===== src/rtl/core/tts_pkg.sv =====
`default_nettype none

package tts_pkg;

    localparam int MAX_THREADS_DEF = 16;

    localparam int ID_W     = 16;
    localparam int TK_W     = 8;
    localparam int DRAW_W   = 32;
    localparam int MODE_W   = 2;
    localparam int POLICY_W = 2;
    localparam int STATUS_W = 2;
    localparam int SLOT_O_W = 4;
    localparam int COUNT_O_W = 5;

    localparam int S_TDATA_W = 56;
    localparam int S_TUSER_W = MODE_W;
    localparam int RES_W     = STATUS_W + SLOT_O_W + COUNT_O_W;
    localparam int M_TDATA_W = 16;

    typedef logic [SLOT_O_W-1:0]  t_slot_o;
    typedef logic [COUNT_O_W-1:0] t_count_o;

    typedef struct packed {
        logic [ID_W-1:0] id;
        logic [TK_W-1:0] tickets;
    } t_entry;

    localparam logic [MODE_W-1:0] MODE_CREATE = 2'd0;
    localparam logic [MODE_W-1:0] MODE_EXIT   = 2'd1;
    localparam logic [MODE_W-1:0] MODE_FINISH = 2'd2;
    localparam logic [MODE_W-1:0] MODE_SCHED  = 2'd3;

    localparam logic [POLICY_W-1:0] POL_ROUND_ROBIN = 2'd0;
    localparam logic [POLICY_W-1:0] POL_LOTTERY     = 2'd1;
    localparam logic [POLICY_W-1:0] POL_SOFT_RT     = 2'd2;

    localparam logic [STATUS_W-1:0] STAT_OK        = 2'd0;
    localparam logic [STATUS_W-1:0] STAT_FULL      = 2'd1;
    localparam logic [STATUS_W-1:0] STAT_NONE      = 2'd2;
    localparam logic [STATUS_W-1:0] STAT_NOT_FOUND = 2'd3;

endpackage

`default_nettype wire


===== src/rtl/core/tts_table.sv =====
`default_nettype none

module tts_table #(
    parameter int DEPTH = tts_pkg::MAX_THREADS_DEF,
    parameter int AW    = $clog2(tts_pkg::MAX_THREADS_DEF)
) (
    input  wire logic            i_clk,
    input  wire logic            i_we,
    input  wire logic [AW-1:0]   i_waddr,
    input  wire tts_pkg::t_entry i_wdata,
    input  wire logic            i_re,
    input  wire logic [AW-1:0]   i_raddr,
    output tts_pkg::t_entry      o_rdata
);

    tts_pkg::t_entry r_mem [DEPTH];
    tts_pkg::t_entry r_rdata;

    always_ff @(posedge i_clk) begin
        if (i_we) begin
            r_mem[i_waddr] <= i_wdata;
        end
    end

    always_ff @(posedge i_clk) begin
        if (i_re) begin
            r_rdata <= r_mem[i_raddr];
        end
    end

    assign o_rdata = r_rdata;

endmodule

`default_nettype wire


===== src/rtl/core/tts_remainder.sv =====
`default_nettype none

// restoring remainder, one dividend bit per cycle
module tts_remainder #(
    parameter int VW = 12
) (
    input  wire logic                       i_clk,
    input  wire logic                       i_rst_n,
    input  wire logic                       i_start,
    input  wire logic [tts_pkg::DRAW_W-1:0] i_dividend,
    input  wire logic [VW-1:0]              i_divisor,
    output logic                            o_done,
    output logic [VW-1:0]                   o_rem
);

    localparam int DW  = tts_pkg::DRAW_W;
    localparam int NW  = $clog2(DW + 1);

    typedef logic [NW-1:0] t_cnt;

    logic          r_busy, n_busy;
    logic          r_done, n_done;
    logic [NW-1:0] r_cnt, n_cnt;
    logic [VW-1:0] r_rem, n_rem;
    logic [DW-1:0] r_dvd, n_dvd;
    logic [VW-1:0] r_dvs, n_dvs;

    logic [VW:0]   trial;
    logic [VW:0]   diff;

    assign trial = {r_rem, r_dvd[DW-1]};
    assign diff  = trial - {1'b0, r_dvs};

    always_comb begin
        n_busy = r_busy;
        n_done = 1'b0;
        n_cnt  = r_cnt;
        n_rem  = r_rem;
        n_dvd  = r_dvd;
        n_dvs  = r_dvs;
        if (i_start) begin
            n_busy = 1'b1;
            n_cnt  = t_cnt'(DW);
            n_rem  = '0;
            n_dvd  = i_dividend;
            n_dvs  = i_divisor;
        end else if (r_busy) begin
            n_dvd = {r_dvd[DW-2:0], 1'b0};
            n_cnt = r_cnt - 1'b1;
            if (trial >= {1'b0, r_dvs}) begin
                n_rem = diff[VW-1:0];
            end else begin
                n_rem = trial[VW-1:0];
            end
            if (r_cnt == t_cnt'(1)) begin
                n_busy = 1'b0;
                n_done = 1'b1;
            end
        end
    end

    always_ff @(posedge i_clk) begin
        if (!i_rst_n) begin
            r_busy <= 1'b0;
            r_done <= 1'b0;
            r_cnt  <= '0;
        end else begin
            r_busy <= n_busy;
            r_done <= n_done;
            r_cnt  <= n_cnt;
        end
    end

    always_ff @(posedge i_clk) begin
        r_rem <= n_rem;
        r_dvd <= n_dvd;
        r_dvs <= n_dvs;
    end

    assign o_done = r_done;
    assign o_rem  = r_rem;

endmodule

`default_nettype wire


===== src/rtl/core/thread_table_scheduler.sv =====
// Thread table scheduler: a compact table of thread entries (id, tickets,
// exited mark) driven by one command per input transfer.
// Input stream: tuser[1:0] is the command (create, exit by id, finish the
// selected entry, schedule); tdata carries id, tickets and a random draw.
// Output stream: one result transfer per command with status, selected
// slot and entry count after the command.
// Policy register: written through i_cfg_wr_en / i_cfg_wr_data; the user
// must write it only while idle, the block itself has no check for this.
// Ids and tickets sit in a single-port-read table memory with registered
// read data; every scan reads one entry per cycle. Create and finish need
// no scan; exit by id scans for the id; round robin reduces current+1 below
// the entry count and walks; lottery does two table scans plus a bit-serial remainder.
// One command is in work at a time; a new one is taken while the previous
// result still waits in the output register. If the receiver stalls, the
// finished result waits for the output register and no command is taken.
// Synchronous reset empties the table, clears all exited marks, selects
// slot 0 and sets the round robin policy; ids and tickets are not cleared.
`default_nettype none

module thread_table_scheduler #(
    parameter int MAX_THREADS = tts_pkg::MAX_THREADS_DEF
) (
    input  wire logic                           i_clk,
    input  wire logic                           i_rst_n,
    input  wire logic                           i_cfg_wr_en,
    input  wire logic [tts_pkg::POLICY_W-1:0]   i_cfg_wr_data,
    input  wire logic                           s_axis_tvalid,
    output logic                                s_axis_tready,
    // [15:0] thread_id, [23:16] tickets, [55:24] random_value
    input  wire logic [tts_pkg::S_TDATA_W-1:0]  s_axis_tdata,
    // [1:0] mode
    input  wire logic [tts_pkg::S_TUSER_W-1:0]  s_axis_tuser,
    output logic                                m_axis_tvalid,
    input  wire logic                           m_axis_tready,
    // [1:0] status, [5:2] selected_slot, [10:6] thread_count, rest zero
    output logic [tts_pkg::M_TDATA_W-1:0]       m_axis_tdata
);

    localparam int SW = $clog2(MAX_THREADS);
    localparam int CW = $clog2(MAX_THREADS + 1);
    localparam int TW = $clog2(MAX_THREADS * ((1 << tts_pkg::TK_W) - 1) + 1);
    localparam int PAD_W = tts_pkg::M_TDATA_W - tts_pkg::RES_W;

    typedef logic [CW-1:0] t_cnt;
    typedef logic [TW-1:0] t_sum;

    typedef enum logic [8:0] {
        ST_IDLE      = 9'b000000001,
        ST_EXIT_SCAN = 9'b000000010,
        ST_FIN_READ  = 9'b000000100,
        ST_RR_REDUCE = 9'b000001000,
        ST_RR_WALK   = 9'b000010000,
        ST_LOT_SUM   = 9'b000100000,
        ST_LOT_DIV   = 9'b001000000,
        ST_LOT_WALK  = 9'b010000000,
        ST_RESP      = 9'b100000000
    } t_state;

    t_state r_state, n_state;

    logic [tts_pkg::POLICY_W-1:0] r_policy;
    logic [CW-1:0]                r_count, n_count;
    logic [SW-1:0]                r_cur, n_cur;
    logic [MAX_THREADS-1:0]       r_exited, n_exited;
    logic [tts_pkg::STATUS_W-1:0] r_status, n_status;
    logic [tts_pkg::ID_W-1:0]     r_tid, n_tid;
    logic [tts_pkg::DRAW_W-1:0]   r_draw, n_draw;
    logic [CW-1:0]                r_rd_idx, n_rd_idx;
    logic                         r_pipe_vld, n_pipe_vld;
    logic [SW-1:0]                r_pipe_idx;
    logic [TW-1:0]                r_acc, n_acc;
    logic [TW-1:0]                r_rem, n_rem;
    logic [CW-1:0]                r_pos, n_pos;
    logic [CW-1:0]                r_k, n_k;
    logic                         r_m_valid, n_m_valid;
    logic [tts_pkg::M_TDATA_W-1:0] r_m_data, n_m_data;

    logic                         s_xfer;
    logic [tts_pkg::MODE_W-1:0]   in_mode;
    logic [tts_pkg::ID_W-1:0]     in_tid;
    logic [tts_pkg::TK_W-1:0]     in_tk;
    logic [tts_pkg::DRAW_W-1:0]   in_draw;

    logic                         tbl_we, tbl_re;
    logic [SW-1:0]                tbl_waddr, tbl_raddr;
    tts_pkg::t_entry              tbl_wdata, rd_data;

    logic                         div_start, div_done;
    logic [TW-1:0]                div_rem;

    logic                         scan_issue;
    logic [CW-1:0]                last;
    logic [SW-1:0]                last_slot;
    logic [TW-1:0]                cum;

    assign s_xfer  = s_axis_tvalid && s_axis_tready;
    assign in_mode = s_axis_tuser[tts_pkg::MODE_W-1:0];
    assign in_tid  = s_axis_tdata[15:0];
    assign in_tk   = s_axis_tdata[23:16];
    assign in_draw = s_axis_tdata[55:24];

    assign s_axis_tready = (r_state == ST_IDLE);
    assign m_axis_tvalid = r_m_valid;
    assign m_axis_tdata  = r_m_data;

    assign scan_issue = (r_rd_idx < r_count);
    assign last       = r_count - 1'b1;
    assign last_slot  = last[SW-1:0];
    assign cum        = r_acc + t_sum'(rd_data.tickets);

    tts_table #(
        .DEPTH (MAX_THREADS),
        .AW    (SW)
    ) u_table (
        .i_clk   (i_clk),
        .i_we    (tbl_we),
        .i_waddr (tbl_waddr),
        .i_wdata (tbl_wdata),
        .i_re    (tbl_re),
        .i_raddr (tbl_raddr),
        .o_rdata (rd_data)
    );

    tts_remainder #(
        .VW (TW)
    ) u_rem (
        .i_clk      (i_clk),
        .i_rst_n    (i_rst_n),
        .i_start    (div_start),
        .i_dividend (r_draw),
        .i_divisor  (r_acc),
        .o_done     (div_done),
        .o_rem      (div_rem)
    );

    always_comb begin
        n_state    = r_state;
        n_count    = r_count;
        n_cur      = r_cur;
        n_exited   = r_exited;
        n_status   = r_status;
        n_tid      = r_tid;
        n_draw     = r_draw;
        n_rd_idx   = r_rd_idx;
        n_pipe_vld = 1'b0;
        n_acc      = r_acc;
        n_rem      = r_rem;
        n_pos      = r_pos;
        n_k        = r_k;
        n_m_valid  = r_m_valid && !m_axis_tready;
        n_m_data   = r_m_data;
        tbl_we     = 1'b0;
        tbl_waddr  = r_cur;
        tbl_wdata  = rd_data;
        tbl_re     = 1'b0;
        tbl_raddr  = r_rd_idx[SW-1:0];
        div_start  = 1'b0;

        case (r_state)
            ST_IDLE: begin
                if (s_xfer) begin
                    n_tid    = in_tid;
                    n_draw   = in_draw;
                    n_rd_idx = '0;
                    n_acc    = '0;
                    n_status = tts_pkg::STAT_OK;
                    case (in_mode)
                        tts_pkg::MODE_CREATE: begin
                            if (r_count == t_cnt'(MAX_THREADS)) begin
                                n_status = tts_pkg::STAT_FULL;
                            end else begin
                                tbl_we    = 1'b1;
                                tbl_waddr = r_count[SW-1:0];
                                tbl_wdata = '{id: in_tid, tickets: in_tk};
                                n_exited[r_count[SW-1:0]] = 1'b0;
                                n_count   = r_count + 1'b1;
                            end
                            n_state = ST_RESP;
                        end
                        tts_pkg::MODE_EXIT: begin
                            n_state = ST_EXIT_SCAN;
                        end
                        tts_pkg::MODE_FINISH: begin
                            if (r_count == '0 || t_cnt'(r_cur) >= r_count) begin
                                n_status = tts_pkg::STAT_NONE;
                                n_state  = ST_RESP;
                            end else begin
                                tbl_re    = 1'b1;
                                tbl_raddr = last_slot;
                                n_state   = ST_FIN_READ;
                            end
                        end
                        default: begin
                            if (r_count == '0) begin
                                n_status = tts_pkg::STAT_NONE;
                                n_state  = ST_RESP;
                            end else if (r_policy == tts_pkg::POL_LOTTERY) begin
                                n_state = ST_LOT_SUM;
                            end else begin
                                n_pos   = t_cnt'(r_cur) + 1'b1;
                                n_k     = '0;
                                n_state = ST_RR_REDUCE;
                            end
                        end
                    endcase
                end
            end

            ST_EXIT_SCAN: begin
                tbl_re     = scan_issue;
                n_pipe_vld = scan_issue;
                if (scan_issue) begin
                    n_rd_idx = r_rd_idx + 1'b1;
                end
                if (r_pipe_vld && rd_data.id == r_tid) begin
                    n_exited[r_pipe_idx] = 1'b1;
                    n_status = tts_pkg::STAT_OK;
                    n_state  = ST_RESP;
                end else if (!r_pipe_vld && !scan_issue) begin
                    n_status = tts_pkg::STAT_NOT_FOUND;
                    n_state  = ST_RESP;
                end
            end

            ST_FIN_READ: begin
                if (r_cur != last_slot) begin
                    tbl_we           = 1'b1;
                    tbl_waddr        = r_cur;
                    tbl_wdata        = rd_data;
                    n_exited[r_cur]  = r_exited[last_slot];
                end
                n_exited[last_slot] = 1'b0;
                n_count  = last;
                n_status = tts_pkg::STAT_OK;
                n_state  = ST_RESP;
            end

            ST_RR_REDUCE: begin
                if (r_pos >= r_count) begin
                    n_pos = r_pos - r_count;
                end else begin
                    n_state = ST_RR_WALK;
                end
            end

            ST_RR_WALK: begin
                if (!r_exited[r_pos[SW-1:0]]) begin
                    n_cur    = r_pos[SW-1:0];
                    n_status = tts_pkg::STAT_OK;
                    n_state  = ST_RESP;
                end else if (r_k == last) begin
                    n_status = tts_pkg::STAT_NONE;
                    n_state  = ST_RESP;
                end else begin
                    n_k = r_k + 1'b1;
                    if (r_pos + 1'b1 == r_count) begin
                        n_pos = '0;
                    end else begin
                        n_pos = r_pos + 1'b1;
                    end
                end
            end

            ST_LOT_SUM: begin
                tbl_re     = scan_issue;
                n_pipe_vld = scan_issue;
                if (scan_issue) begin
                    n_rd_idx = r_rd_idx + 1'b1;
                end
                if (r_pipe_vld && !r_exited[r_pipe_idx]) begin
                    n_acc = cum;
                end else if (!r_pipe_vld && !scan_issue) begin
                    if (r_acc == '0) begin
                        n_status = tts_pkg::STAT_NONE;
                        n_state  = ST_RESP;
                    end else begin
                        div_start = 1'b1;
                        n_state   = ST_LOT_DIV;
                    end
                end
            end

            ST_LOT_DIV: begin
                if (div_done) begin
                    n_rem    = div_rem;
                    n_acc    = '0;
                    n_rd_idx = '0;
                    n_state  = ST_LOT_WALK;
                end
            end

            ST_LOT_WALK: begin
                tbl_re     = scan_issue;
                n_pipe_vld = scan_issue;
                if (scan_issue) begin
                    n_rd_idx = r_rd_idx + 1'b1;
                end
                if (r_pipe_vld && !r_exited[r_pipe_idx]) begin
                    n_acc = cum;
                    if (r_rem < cum) begin
                        n_cur    = r_pipe_idx;
                        n_status = tts_pkg::STAT_OK;
                        n_state  = ST_RESP;
                    end
                end else if (!r_pipe_vld && !scan_issue) begin
                    n_status = tts_pkg::STAT_NONE;
                    n_state  = ST_RESP;
                end
            end

            ST_RESP: begin
                if (!r_m_valid || m_axis_tready) begin
                    n_m_valid = 1'b1;
                    n_m_data  = {{PAD_W{1'b0}},
                                 tts_pkg::t_count_o'(r_count),
                                 tts_pkg::t_slot_o'(r_cur),
                                 r_status};
                    n_state   = ST_IDLE;
                end
            end

            default: begin
                n_state = ST_IDLE;
            end
        endcase
    end

    always_ff @(posedge i_clk) begin
        if (!i_rst_n) begin
            r_state    <= ST_IDLE;
            r_policy   <= tts_pkg::POL_ROUND_ROBIN;
            r_count    <= '0;
            r_cur      <= '0;
            r_exited   <= '0;
            r_pipe_vld <= 1'b0;
            r_m_valid  <= 1'b0;
        end else begin
            r_state    <= n_state;
            if (i_cfg_wr_en) begin
                r_policy <= i_cfg_wr_data;
            end
            r_count    <= n_count;
            r_cur      <= n_cur;
            r_exited   <= n_exited;
            r_pipe_vld <= n_pipe_vld;
            r_m_valid  <= n_m_valid;
        end
    end

    always_ff @(posedge i_clk) begin
        r_status   <= n_status;
        r_tid      <= n_tid;
        r_draw     <= n_draw;
        r_rd_idx   <= n_rd_idx;
        r_pipe_idx <= tbl_raddr;
        r_acc      <= n_acc;
        r_rem      <= n_rem;
        r_pos      <= n_pos;
        r_k        <= n_k;
        r_m_data   <= n_m_data;
    end

    a_count_range: assert property (@(posedge i_clk) disable iff (!i_rst_n)
        r_count <= t_cnt'(MAX_THREADS))
        else $error("entry count beyond table depth");

    a_exited_live_only: assert property (@(posedge i_clk) disable iff (!i_rst_n)
        (r_exited >> r_count) == '0)
        else $error("exited mark set on a free slot");

    a_create_grows: assert property (@(posedge i_clk) disable iff (!i_rst_n)
        (s_xfer && in_mode == tts_pkg::MODE_CREATE && r_count != t_cnt'(MAX_THREADS))
        |=> r_count == t_cnt'($past(r_count) + 1'b1))
        else $error("create did not add an entry");

    a_finish_shrinks: assert property (@(posedge i_clk) disable iff (!i_rst_n)
        (r_state == ST_FIN_READ) |=> r_count == t_cnt'($past(r_count) - 1'b1))
        else $error("finish did not remove an entry");

endmodule

`default_nettype wire

===== config.mk =====
export PLATFORM = sky130hd
export DESIGN_NAME = thread_table_scheduler
export DESIGN_NICKNAME = d
export VERILOG_FILES = /design/src/rtl/core/tts_pkg.sv /design/src/rtl/core/tts_table.sv /design/src/rtl/core/tts_remainder.sv /design/src/rtl/core/thread_table_scheduler.sv
export SDC_FILE = /design/constraint.sdc
export NUM_CORES = 1
export LEC_CHECK = 0
export BUFFER_PORTS_ARGS = -buffer_cell sky130_fd_sc_hd__buf_2
export CAP_MARGIN = 20
export CORE_ASPECT_RATIO = 1.25
export CORE_UTILIZATION = 47
export DETAILED_ROUTE_END_ITERATION = 7
export GPL_TIMING_DRIVEN = 1
export PLACE_DENSITY = 0.7
export SYNTH_ARGS = -nofsm -noshare
export SYNTH_HDL_FRONTEND = slang
export SYNTH_SLANG_ARGS = --single-unit

===== constraint.sdc =====
create_clock -name i_clk -period 5.8 [get_ports i_clk]
set_clock_uncertainty 0.05 [all_clocks]
set_input_delay 0.87 -clock i_clk [delete_from_list [all_inputs] [get_ports i_clk]]
set_output_delay 0.87 -clock i_clk [all_outputs]
set_load 0.02 [all_outputs]

---- Word level (Yosys, flattened, before mapping) ----
Memories as Yosys holds them, arrays and structs flattened. A register that Yosys moved wholly into a read port is not among the register bits.
Index checks and enable logic that the tools add are counted.
word-level totals
  memory bits (writable) .................. 384
  register bits ........................... 206
  memories ................................ 1
  word-level logic and storage cells ...... 271
  output and inout bits ................... 18
  input bits .............................. 65
operators by class
  multiplexer cells ....................... 126
  $add $sub $neg .......................... 10
  bitwise logic cells ..................... 7
  reduce and logical (&&, ||, !) cells .... 46
  magnitude comparators ................... 14
  equality and inequality tests ........... 43
memory list
  name           depth  width  read ports  clocked after memory_dff  wr ports  RTL line         source
  u_table.r_mem  16     24     1           1                         1         tts_table.sv:16  tts_pkg::t_entry r_mem [DEPTH];
operators with widths
  kind                 count
  $mux 9               15
  $mux 5               20
  $mux 16              6
  $mux 24              4
  $pmux 9 s9           1
  $mux 32              2
  $mux 12              4
  $pmux 16 s3          1
  $mux 4               11
  $pmux 12 s3          1
  $and 16x16->16       2
  $ne 2x2->1 const B   16
  $not 16->16          2
  $pmux 5 s3           2
  $mux 1               27
  $pmux 9 s3           1
  $mux 2               13
  $lt 4x5->1 const B   5
  $add 5x1->5 const B  4
  $pmux 5 s2           2
  $mux 6               3
  $bwmux 16            1
  $demux 1 s4          4
  $eq 16x16->1         1
  53 further kinds     98

---- Depth between registers and ports, before layout ----
Gate-level depths: netlist of the first run.
  depth in word-level cells ............... 10
  gate-level depth with buffers ........... 16
  gate-level depth less buffers ........... 16

---- Modules after synthesis ----
From an unflattened synthesis of the first run, not the netlist that was laid out.
unflattened totals
  cell total of the unflattened synthesis .. 1807
  area total of the unflattened synthesis .. 27153.5 um2
modules (own cells, without submodules)
  module                  cells each  area an instance (um2)  sequential area each (um2)  instances
  tts_table               636         15170.8                 12251.8                     1
  thread_table_scheduler  899         8803.4                  3843.7                      1
  tts_remainder           272         3179.3                  1721.7                      1

---- Least setup slack after synthesis of the first run ----
OpenSTA, ideal clock, no wires.
  path kind ............................... flip-flop to flip-flop
  start ................................... reg r_count[0]
  end ..................................... mem u_table.r_mem[0][0] in the netlist's numbering (enable)
  setup time .............................. 405 ps
  setup slack ............................. 1191 ps
  clock period less this slack ............ 4609 ps
  cell stages (with the launch flop) ...... 15
  data required time ...................... 5345 ps
  buffers on the path ..................... 6
  arrival time ............................ 4154 ps
  cell sequence ........................... dfxtp_1 -> buf_2 -> buf_1 -> clkinv_1 -> clkbuf_1 -> clkbuf_1 -> ha_1 -> clkbuf_1 -> xnor2_1 -> nor3_1 -> nand2_1 -> clkbuf_1 -> a32o_1 -> nand2_1 -> nor2_1
on the way
  cells in the longest elaborated chain, start to end .. 7
  elaborated cells on any way between the ends .. 14
  those cells by class .................... add/sub: 1; eq/ne: 2; mux: 11
ends and longest elaborated chain
  item                                                 RTL line                       source
  start, declared                                      thread_table_scheduler.sv:62   logic [CW-1:0] r_count, n_count;
  start signal, assigned                               thread_table_scheduler.sv:342  r_count <= n_count;
  branches (longest 7 deep; another with $sub 5x1->5)  n/a
  end, declared                                        tts_table.sv:16
Several ways; the timed one is not identified.

---- Worst setup path after layout of the first run ----
  start ................................... reg r_count[1]
  end ..................................... reg u_table.o_rdata[23] (netlist name)
on the way
  cells in the longest elaborated chain, start to end .. 6
  elaborated cells on any way between the ends .. 13
  those cells by class .................... add/sub: 1; order compare: 2; mux: 8; reduce/logical: 2
ends and longest elaborated chain
  item                                           RTL line                       source
  $ge 4x5->1 or $logic_not 5->1 (tied branches)  thread_table_scheduler.sv:184  if (r_count == '0 || t_cnt'(r_cur) >= r_count) begin
  $logic_or 1x1->1                               thread_table_scheduler.sv:184
  $mux 1 or $mux 4 (tied branches)               thread_table_scheduler.sv:184
  $mux 1 or $mux 4 (tied branches)               thread_table_scheduler.sv:167  case (in_mode)
  $mux 1 or $mux 4 (tied branches)               thread_table_scheduler.sv:161  if (s_xfer) begin
  $pmux 1 s2 or $mux 4 (tied branches)           thread_table_scheduler.sv:159  case (r_state)
Parallel ways exist; a longest one is shown, timed or not.
A chain may end at the register's enable or synchronous reset.

==> key figures, run 1 <==
Pwr
  – Leakage: between 10 and 15 nW
  – Sw Share: 28.09%
  – Power per Cell Area: between 300 and 400 nW/um^2
  – Gate power share: 17.3%
  – Clk pwr share: around two fifths
  – Net switching power: 3.231 mW
  – Sequential power share: 44.6%
  – P_int: 8.268 mW
  – Worst IR Drop VDD: 0.0002351 V

Synthesis
  – EDFF count, synth: 552
  – Post-Syn Area per Cell: 10.40 um^2
  – Seq/Total Area, Yosys: a little over half
  – Synth Register Bits: just over 600
  – Mapped Area: 32970 um^2
  – Main synth FF type: edfxtp_1
  – Post-synth cell types: 86
  – FFs w/ async S/R, synth: 0%
  – Post-synth top area share: about 50%
  – Cell taking the most area after synthesis: edfxtp_1
  – Synth warnings: 0
  – Synthesized instance count: 3169
  – Top cells by area, synth: edfxtp_1, nand2_1, a311oi_1

Place
  – DP Area: 33950 um^2
  – RePlAce Congestion: 0.9574
  – Port Buffers: between 70 and 80
  – DP HPWL: 55920 um

Worst setup path
  – Crit Path Category: register to register
  – R2R Setup Slk: 1130 ps
  – CP max-delay cell: buf_4
  – R2r worst-path depth: 10
  – CP endpoint kind: register
  – CP arrival: 4980 ps
  – CP Launch Type: register
  – CP cell instances: inv_1, ha_1, nor3b_4, nor3_1, a21oi_4, buf_4, a211oi_1, a311oi_1, o22ai_1, or4_1
  – CP required: 6110 ps
  – Max FO, Critical Path: 81
  – R2r startpoint: r_count[1]
  – Worst flop-to-flop path endpoint: u_table.o_rdata[23]
  – Max incr delay on CP: about 900 ps
  – Worst path buffer plus inverter count: 2
  – CP top delay family: buffers and inverters

Die
  – FP Rows: 108
  – DIE WIDTH: 238.9 um
  – Core area: 69460 um^2
  – Initial Utilization: 47.47%
  – Die area: between 70000 and 80000 um^2
  – IO Count: 83
  – Chip height: 298.1 um

GRT
  – Total track usage: between 20% and 30%
  – Largest net degree at the start of global routing: 245
  – Initial antenna violation count: 2
  – Vias in the first global route: roughly 25000
  – First-pass GRT wire length: 146700 um
  – Grt total ovfl: 0

Clock tree
  – CTS clock-pin slew for the worst setup and hold paths: 60 ps
  – Post-CTS Setup Bufs: 0
  – Clk sinks: 614
  – Clock buffer depth: 3
  – Hold_buf cts: 0
  – CTS tree: built
  – CTS H-Tree Depth: 3
  – Resize count post-CTS: 0
  – CTS Root Cell: clkbuf_16
  – Clk_lat worst skew: 630 ps
  – CTS buffer count: 68

Final layout
  – Share of layout cells above drive strength 1: 9.810%
  – Most common cell after layout, fill and taps aside: nand2_1
  – Fillers: around 6100
  – Design Area, Final: 36200 um^2
  – Fin nets: 3221
  – Area growth, synth to finish: 9.810%
  – Most frequent cells in the layout: nand2_1, edfxtp_1, a21oi_1

Min path
  – Min-Delay Path Class: input pin to register
  – Min-Delay Endpoint: r_draw[24]
  – Hold path cells: 1
  – Min-delay src: s_axis_tdata[48]

Timing
  – Final period utilization: 80.51%
  – Fmax: 214.2 MHz
  – Total Neg Setup Slack: 0 ps
  – Max-slew headroom: 18.61%
  – Worst slew pin tran: 1221 ps
  – RSZ-0062 raised after global routing: false
  – Post-layout min period: 4669 ps
  – Final-report hold violation count: 0
  – Max-slew violations: 0
  – Final Setup Violations: 0

Flow run
  – Max Cap Viol: 0

Routing
  – Final wirelength: 96970 um
  – DRT Pass-1 Iters: 5
  – Iteration-0 DRC Markers: 2903
  – Via count: 26270
  – Antenna-violating nets left: 0
  – Detailed-route DRC error count: 0
  – Via density: roughly 6.4
  – DR WL/cell: 23.73 um

Run status
  – Status: complete, no violations
-- sequential cells by signal (all words and copies together) (netlist names), 16 cells and up --
signal           cells
r_draw              32
r_exited            16
r_tid               16
u_rem.r_dvd         32
u_table.o_rdata     24
u_table.r_mem      384
-- worst reg2reg max path, stage by stage, from the launching register on --
cell and delay [ps]:
dfxtp_1 420, inv_1 320, ha_1 500, nor3b_4 420, nor3_1 160, a21oi_4 580
buf_4 890, a211oi_1 120, a311oi_1 290, o22ai_1 120, or4_1 540
-- routing by layer --
layer  global-route usage [%]  part of all wire (%)
met5                        0                 0.014
met4                    12.58                   4.2
met3                    4.484                   9.0
met2                    42.95                    48
met1                    34.96                    39
-- Yosys cell counts (all sizes together), types with 19 or more instances --
master	instances
nand3	31
nor3	33
nor2	116
ha	58
nand2b	206
mux2i	19
a211oi	202
a311oi	193
inv	39
xnor2	32
nand2	623
xor2	35
o21ai	46
a31oi	30
dfxtp	62
o22ai	104
buf	92
edfxtp	552
clkbuf	189
or4	26
a21oi	262
-- final cells by class --
class	count	area [um^2]	share of cell area (%)
Sequential cell	614	17820	49.22
Multi-Input combinational cell	2236	13930	38.47
Clock buffer	84	1878	5.187
Tap cell	935	1170	3.231
Timing Repair Buffer	133	884.6	2.443
Clock inverter	41	356.6	0.9849
Inverter	42	162.7	0.4493
Antenna cell	2	5.005	0.01382
-- kinds of logic after synthesis --
family | synth area share (%)
compound gates | 19.23
other cells | 0.01137
mux | 1.715
simple gates | 16.29
flops | 54.04
buf+inv | 4.406
xor+xnor | 1.920
fa+ha+maj | 2.383
-- power by group through the flow --
stage	clock network [mW]	registers, mW	logic, mW
floorplan	0	5.15	1.45
global placement	0	5.21	1.93
detailed placement	0	5.22	1.95
CTS	4.42	5.12	1.96
global route	4.58	5.14	2.16
finish	4.38	5.13	1.99
-- worst max path at each step --
| stage | start | end | slack, ps | depth (start not counted) |
|---|---|---|---|---|
| final | r_count[1] | u_table.o_rdata[23] | 1130 | 10 |
| after global routing | r_count[1] | u_table.o_rdata[23] | 900 | 10 |
| after CTS | r_count[1] | u_table.o_rdata[23] | 1240 | 10 |
| after detailed placement | r_count[1] | u_table.o_rdata[9] | 1240 | 10 |
| after global placement | r_count[1] | u_table.o_rdata[19] | 1340 | 10 |
| after floorplan | r_count[0] | u_table.r_mem[0][0] | 1190 | 14 |
-- per-stage QoR --
stage	worst slack (ps)	util (%)	instances	total power [mW]	hold slack, ps
2_1_floorplan	1191	-	3173	6.604	350.3
3_3_place_gp	1337	48.88	3959	7.142	354.8
3_5_place_dp	1239	48.88	3959	7.170	356.3
4_1_cts	1236	52.10	4084	11.50	341.3
5_1_grt	903.2	52.12	4085	11.87	349.2
6_report	1131	52.13	4087	11.50	361.6
(Power assumes the default switching activity.)
==> run 2, diff against run 1 <==
--- a/config.mk
+++ b/config.mk
@@ -11,7 +11,7 @@
 export CORE_UTILIZATION = 47
 export DETAILED_ROUTE_END_ITERATION = 7
 export GPL_TIMING_DRIVEN = 1
-export PLACE_DENSITY = 0.7
+export PLACE_DENSITY = 0.72
 export SYNTH_ARGS = -nofsm -noshare
 export SYNTH_HDL_FRONTEND = slang
 export SYNTH_SLANG_ARGS = --single-unit
==> constraint.sdc (replaced) <==
create_clock -name i_clk -period 4.1 [get_ports i_clk]
set_clock_uncertainty 0.05 [all_clocks]
set_input_delay 0.615 -clock i_clk [delete_from_list [all_inputs] [get_ports i_clk]]
set_output_delay 0.615 -clock i_clk [all_outputs]
set_load 0.02 [all_outputs]
==> run 2 against run 1 <==
Critical endpoint is now r_cur[2]. Flip-flop and latch count unchanged. Non-clock buffer count up 49. Fmax up 21%. Setup slack worse by 880 ps. Cell area up 1.0%. Cell count up 0.86%. Routed wire length up 1.8%. Sequential share of layout area down 0.50 points. Combinational power up 46%.
==> key figures, run 2 (same netlist as run 1, synthesis figures left out) <==
Place
  – DP Area: 34600 um^2 (was 33950 um^2)
  – Port Buffers: 77 (unchanged)
  – RePlAce Congestion: 0.9402 (was 0.9574)
  – DP HPWL: 58120 um (was 55920 um)
  – Place WS: 139.2 ps (was 1239 ps)

Die
  – Initial Utilization: 47.47% (unchanged)
  – IO Count: 83 (unchanged)
  – Die area: 71220 um^2 (unchanged)
  – Chip height: 298.1 um (unchanged)
  – DIE WIDTH: 238.9 um (unchanged)
  – Core area: 69460 um^2 (unchanged)
  – FP Rows: 108 (unchanged)

GRT
  – Total track usage: 27.03% (was 26.68%)
  – First-pass GRT wire length: 148300 um (was 146700 um)
  – Largest net degree at the start of global routing: 197 (was 245)
  – Grt total ovfl: 0 (unchanged)
  – Initial antenna violation count: 2 (unchanged)
  – Vias in the first global route: 24910 (was 24810)

Pwr
  – Worst IR Drop VDD: 0.0003419 V (was 0.0002351 V)
  – Gate power share: 18.4% (was 17.3%)
  – Overall Power: 15.78 mW (was 11.50 mW)
  – Clk pwr share: 35.5% (was 38.1%)
  – Leakage: 12.28 nW (was 12.10 nW)
  – Sw Share: 28.39% (was 28.09%)
  – Power per Cell Area: 431.4 nW/um^2 (was 317.6 nW/um^2)
  – Net switching power: 4.480 mW (was 3.231 mW)
  – P_int: 11.30 mW (was 8.268 mW)
  – Sequential power share: 46.0% (was 44.6%)

Timing
  – Final Setup Violations: 0 (unchanged)
  – Worst setup margin: 246.2 ps (was 1131 ps)
  – Max-slew headroom: 21.71% (was 18.61%)
  – Final-report hold violation count: 0 (unchanged)
  – Final period utilization: 94.00% (was 80.51%)
  – Total Neg Setup Slack: 0 ps (unchanged)
  – Fmax: 259.5 MHz (was 214.2 MHz)
  – RSZ-0062 raised after global routing: false (unchanged)
  – Post-layout min period: 3854 ps (was 4669 ps)
  – Worst slew pin tran: 1174 ps (was 1221 ps)
  – Max-slew violations: 0 (unchanged)

Routing
  – Via density: 6.398 (was 6.429)
  – DR WL/cell: 23.95 um (was 23.73 um)
  – DRT Pass-1 Iters: 6 (was 5)
  – Iteration-0 DRC Markers: 3109 (was 2903)
  – Via count: 26370 (was 26270)
  – Antenna-violating nets left: 0 (unchanged)
  – Final wirelength: 98710 um (was 96970 um)
  – Detailed-route DRC error count: 0 (unchanged)

Flow run
  – Max Cap Viol: 0 (unchanged)

Final layout
  – Most frequent cells in the layout: nand2_1, edfxtp_1, a21oi_1 (unchanged)
  – Share of layout cells above drive strength 1: 10.86% (was 9.810%)
  – Biggest regs: u_table.r_mem: 384 flops, r_draw: 32 flops, u_rem.r_dvd: 32 flops (unchanged)
  – Max reg flops: 384 (unchanged)
  – Most flops, register: u_table.r_mem (unchanged)
  – Fillers: 6004 (was 6111)
  – Fin nets: 3262 (was 3221)
  – Most common cell after layout, fill and taps aside: nand2_1 (unchanged)
  – Design Area, Final: 36580 um^2 (was 36200 um^2)
  – Area growth, synth to finish: 10.94% (was 9.810%)

Clock tree
  – CTS tree: built (unchanged)
  – CTS clock-pin slew for the worst setup and hold paths: 70 ps (was 60 ps)
  – Clk sinks: 614 (unchanged)
  – Post-CTS Setup Bufs: 0 (unchanged)
  – CTS H-Tree Depth: 2 (was 3)
  – CTS buffer count: 60 (was 68)
  – Clock buffer depth: 3 (unchanged)
  – CTS Root Cell: clkbuf_16 (unchanged)
  – Clk_lat worst skew: 650 ps (was 630 ps)

Min path
  – Min-Delay Path Class: input pin to register (unchanged)

Worst setup path
  – CP max-delay cell: edfxtp_1 (was buf_4)
  – CP arrival: 4370 ps (was 4980 ps)
  – CP Launch Type: register (unchanged)
  – CP cell instances: ha_1, fa_1, a21o_1, a21oi_1, nor2b_1, o21a_1, o2111ai_1, xor2_1, ha_1, nor2b_1, nor4_1, o21ai_0, a21boi_1, buf_4, nor3_1, nor3_1 (was inv_1, ha_1, nor3b_4, nor3_1, a21oi_4, buf_4, a211oi_1, a311oi_1, o22ai_1, or4_1)
  – Max incr delay on CP: 430 ps (was 880 ps)
  – Max FO, Critical Path: 4 (was 81)
  – Crit Path Category: register to register (unchanged)
  – CP required: 4610 ps (was 6110 ps)
  – CP endpoint kind: register (unchanged)

Run status
  – Status: complete, no violations (unchanged)
-- run 2: changes by cell type in the layout (fill, tap and decap cells not counted), moves of 2 or more --
cell,before,now
clkbuf_16,73,62
clkinv_2,16,9
buf_4,49,78
clkinvlp_4,0,4
inv_6,5,3
buf_12,6,27
clkinv_4,1,5
clkinv_1,14,16
-- run 2: stage by stage --
| step | hold WS [ps] | std cells | utilization [%] |
|---|---|---|---|
| after floorplan | 350.3 | 3173 | - |
| after global placement | 386.6 | 4009 | 49.81 |
| after detailed placement | 381.2 | 4009 | 49.81 |
| after CTS | 72.67 | 4121 | 52.65 |
| after global routing | 77.97 | 4121 | 52.66 |
| final | 90.94 | 4122 | 52.66 |
-- run 2: final cells by class --
| type | instances | area (um^2) | share of cell area [%] |
|---|---|---|---|
| inverters | 42 | 162.7 | 0.4447 |
| multi-input cells | 2236 | 13940 | 38.11 |
| diodes | 1 | 2.502 | 0.006841 |
| flip-flops and latches | 614 | 17820 | 48.72 |
| repair buffers | 182 | 1511 | 4.132 |
| well taps | 935 | 1170 | 3.198 |
| clock inverters | 41 | 385.4 | 1.054 |
| clock buffers | 71 | 1585 | 4.334 |
-- run 2: power by group through the flow --
stage	registers, mW	logic [mW]	clock network (mW)
2_1_floorplan	7.29	2.06	0
3_3_place_gp	7.39	2.80	0
3_5_place_dp	7.39	2.84	0
4_1_cts	7.26	2.85	5.68
5_1_grt	7.28	3.11	5.92
6_report	7.26	2.91	5.61
-- run 2: worst paths after layout --
path                         start               to  slack, ps  depth (start not counted)
setup reg to reg          r_acc[0]         r_cur[2]        250                         16
setup / recovery          r_acc[0]         r_cur[2]        250                         16
hold reg to reg        r_status[1]  m_axis_tdata[1]        410                          0
hold / removal    s_axis_tdata[35]       r_draw[11]         90                          1
-- run 2: layer usage --
layer	track usage [%]	up-vias	share of wire, %
met3	4.670	281	9.1
met2	44.53	1428	48
met5	0	-	0.020
met1	34.51	12760	38
li1	-	11900	-
met4	12.59	2	4.7
-- run 2: what timing repair did --
item	in CTS	in global routing
hold buffers	0	0
resized for setup	0	2
endpoints found under the setup margin	0	7
endpoints found under the hold margin	0	0
-- run 2: worst max-delay path, delay by kind of cell (launching register included) --
family          cells  cell delay (ps)
flops               1              430
fa+ha+maj           3              930
simple gates        5              630
compound gates      6             1320
xor+xnor            1              230
buf+inv             1              170
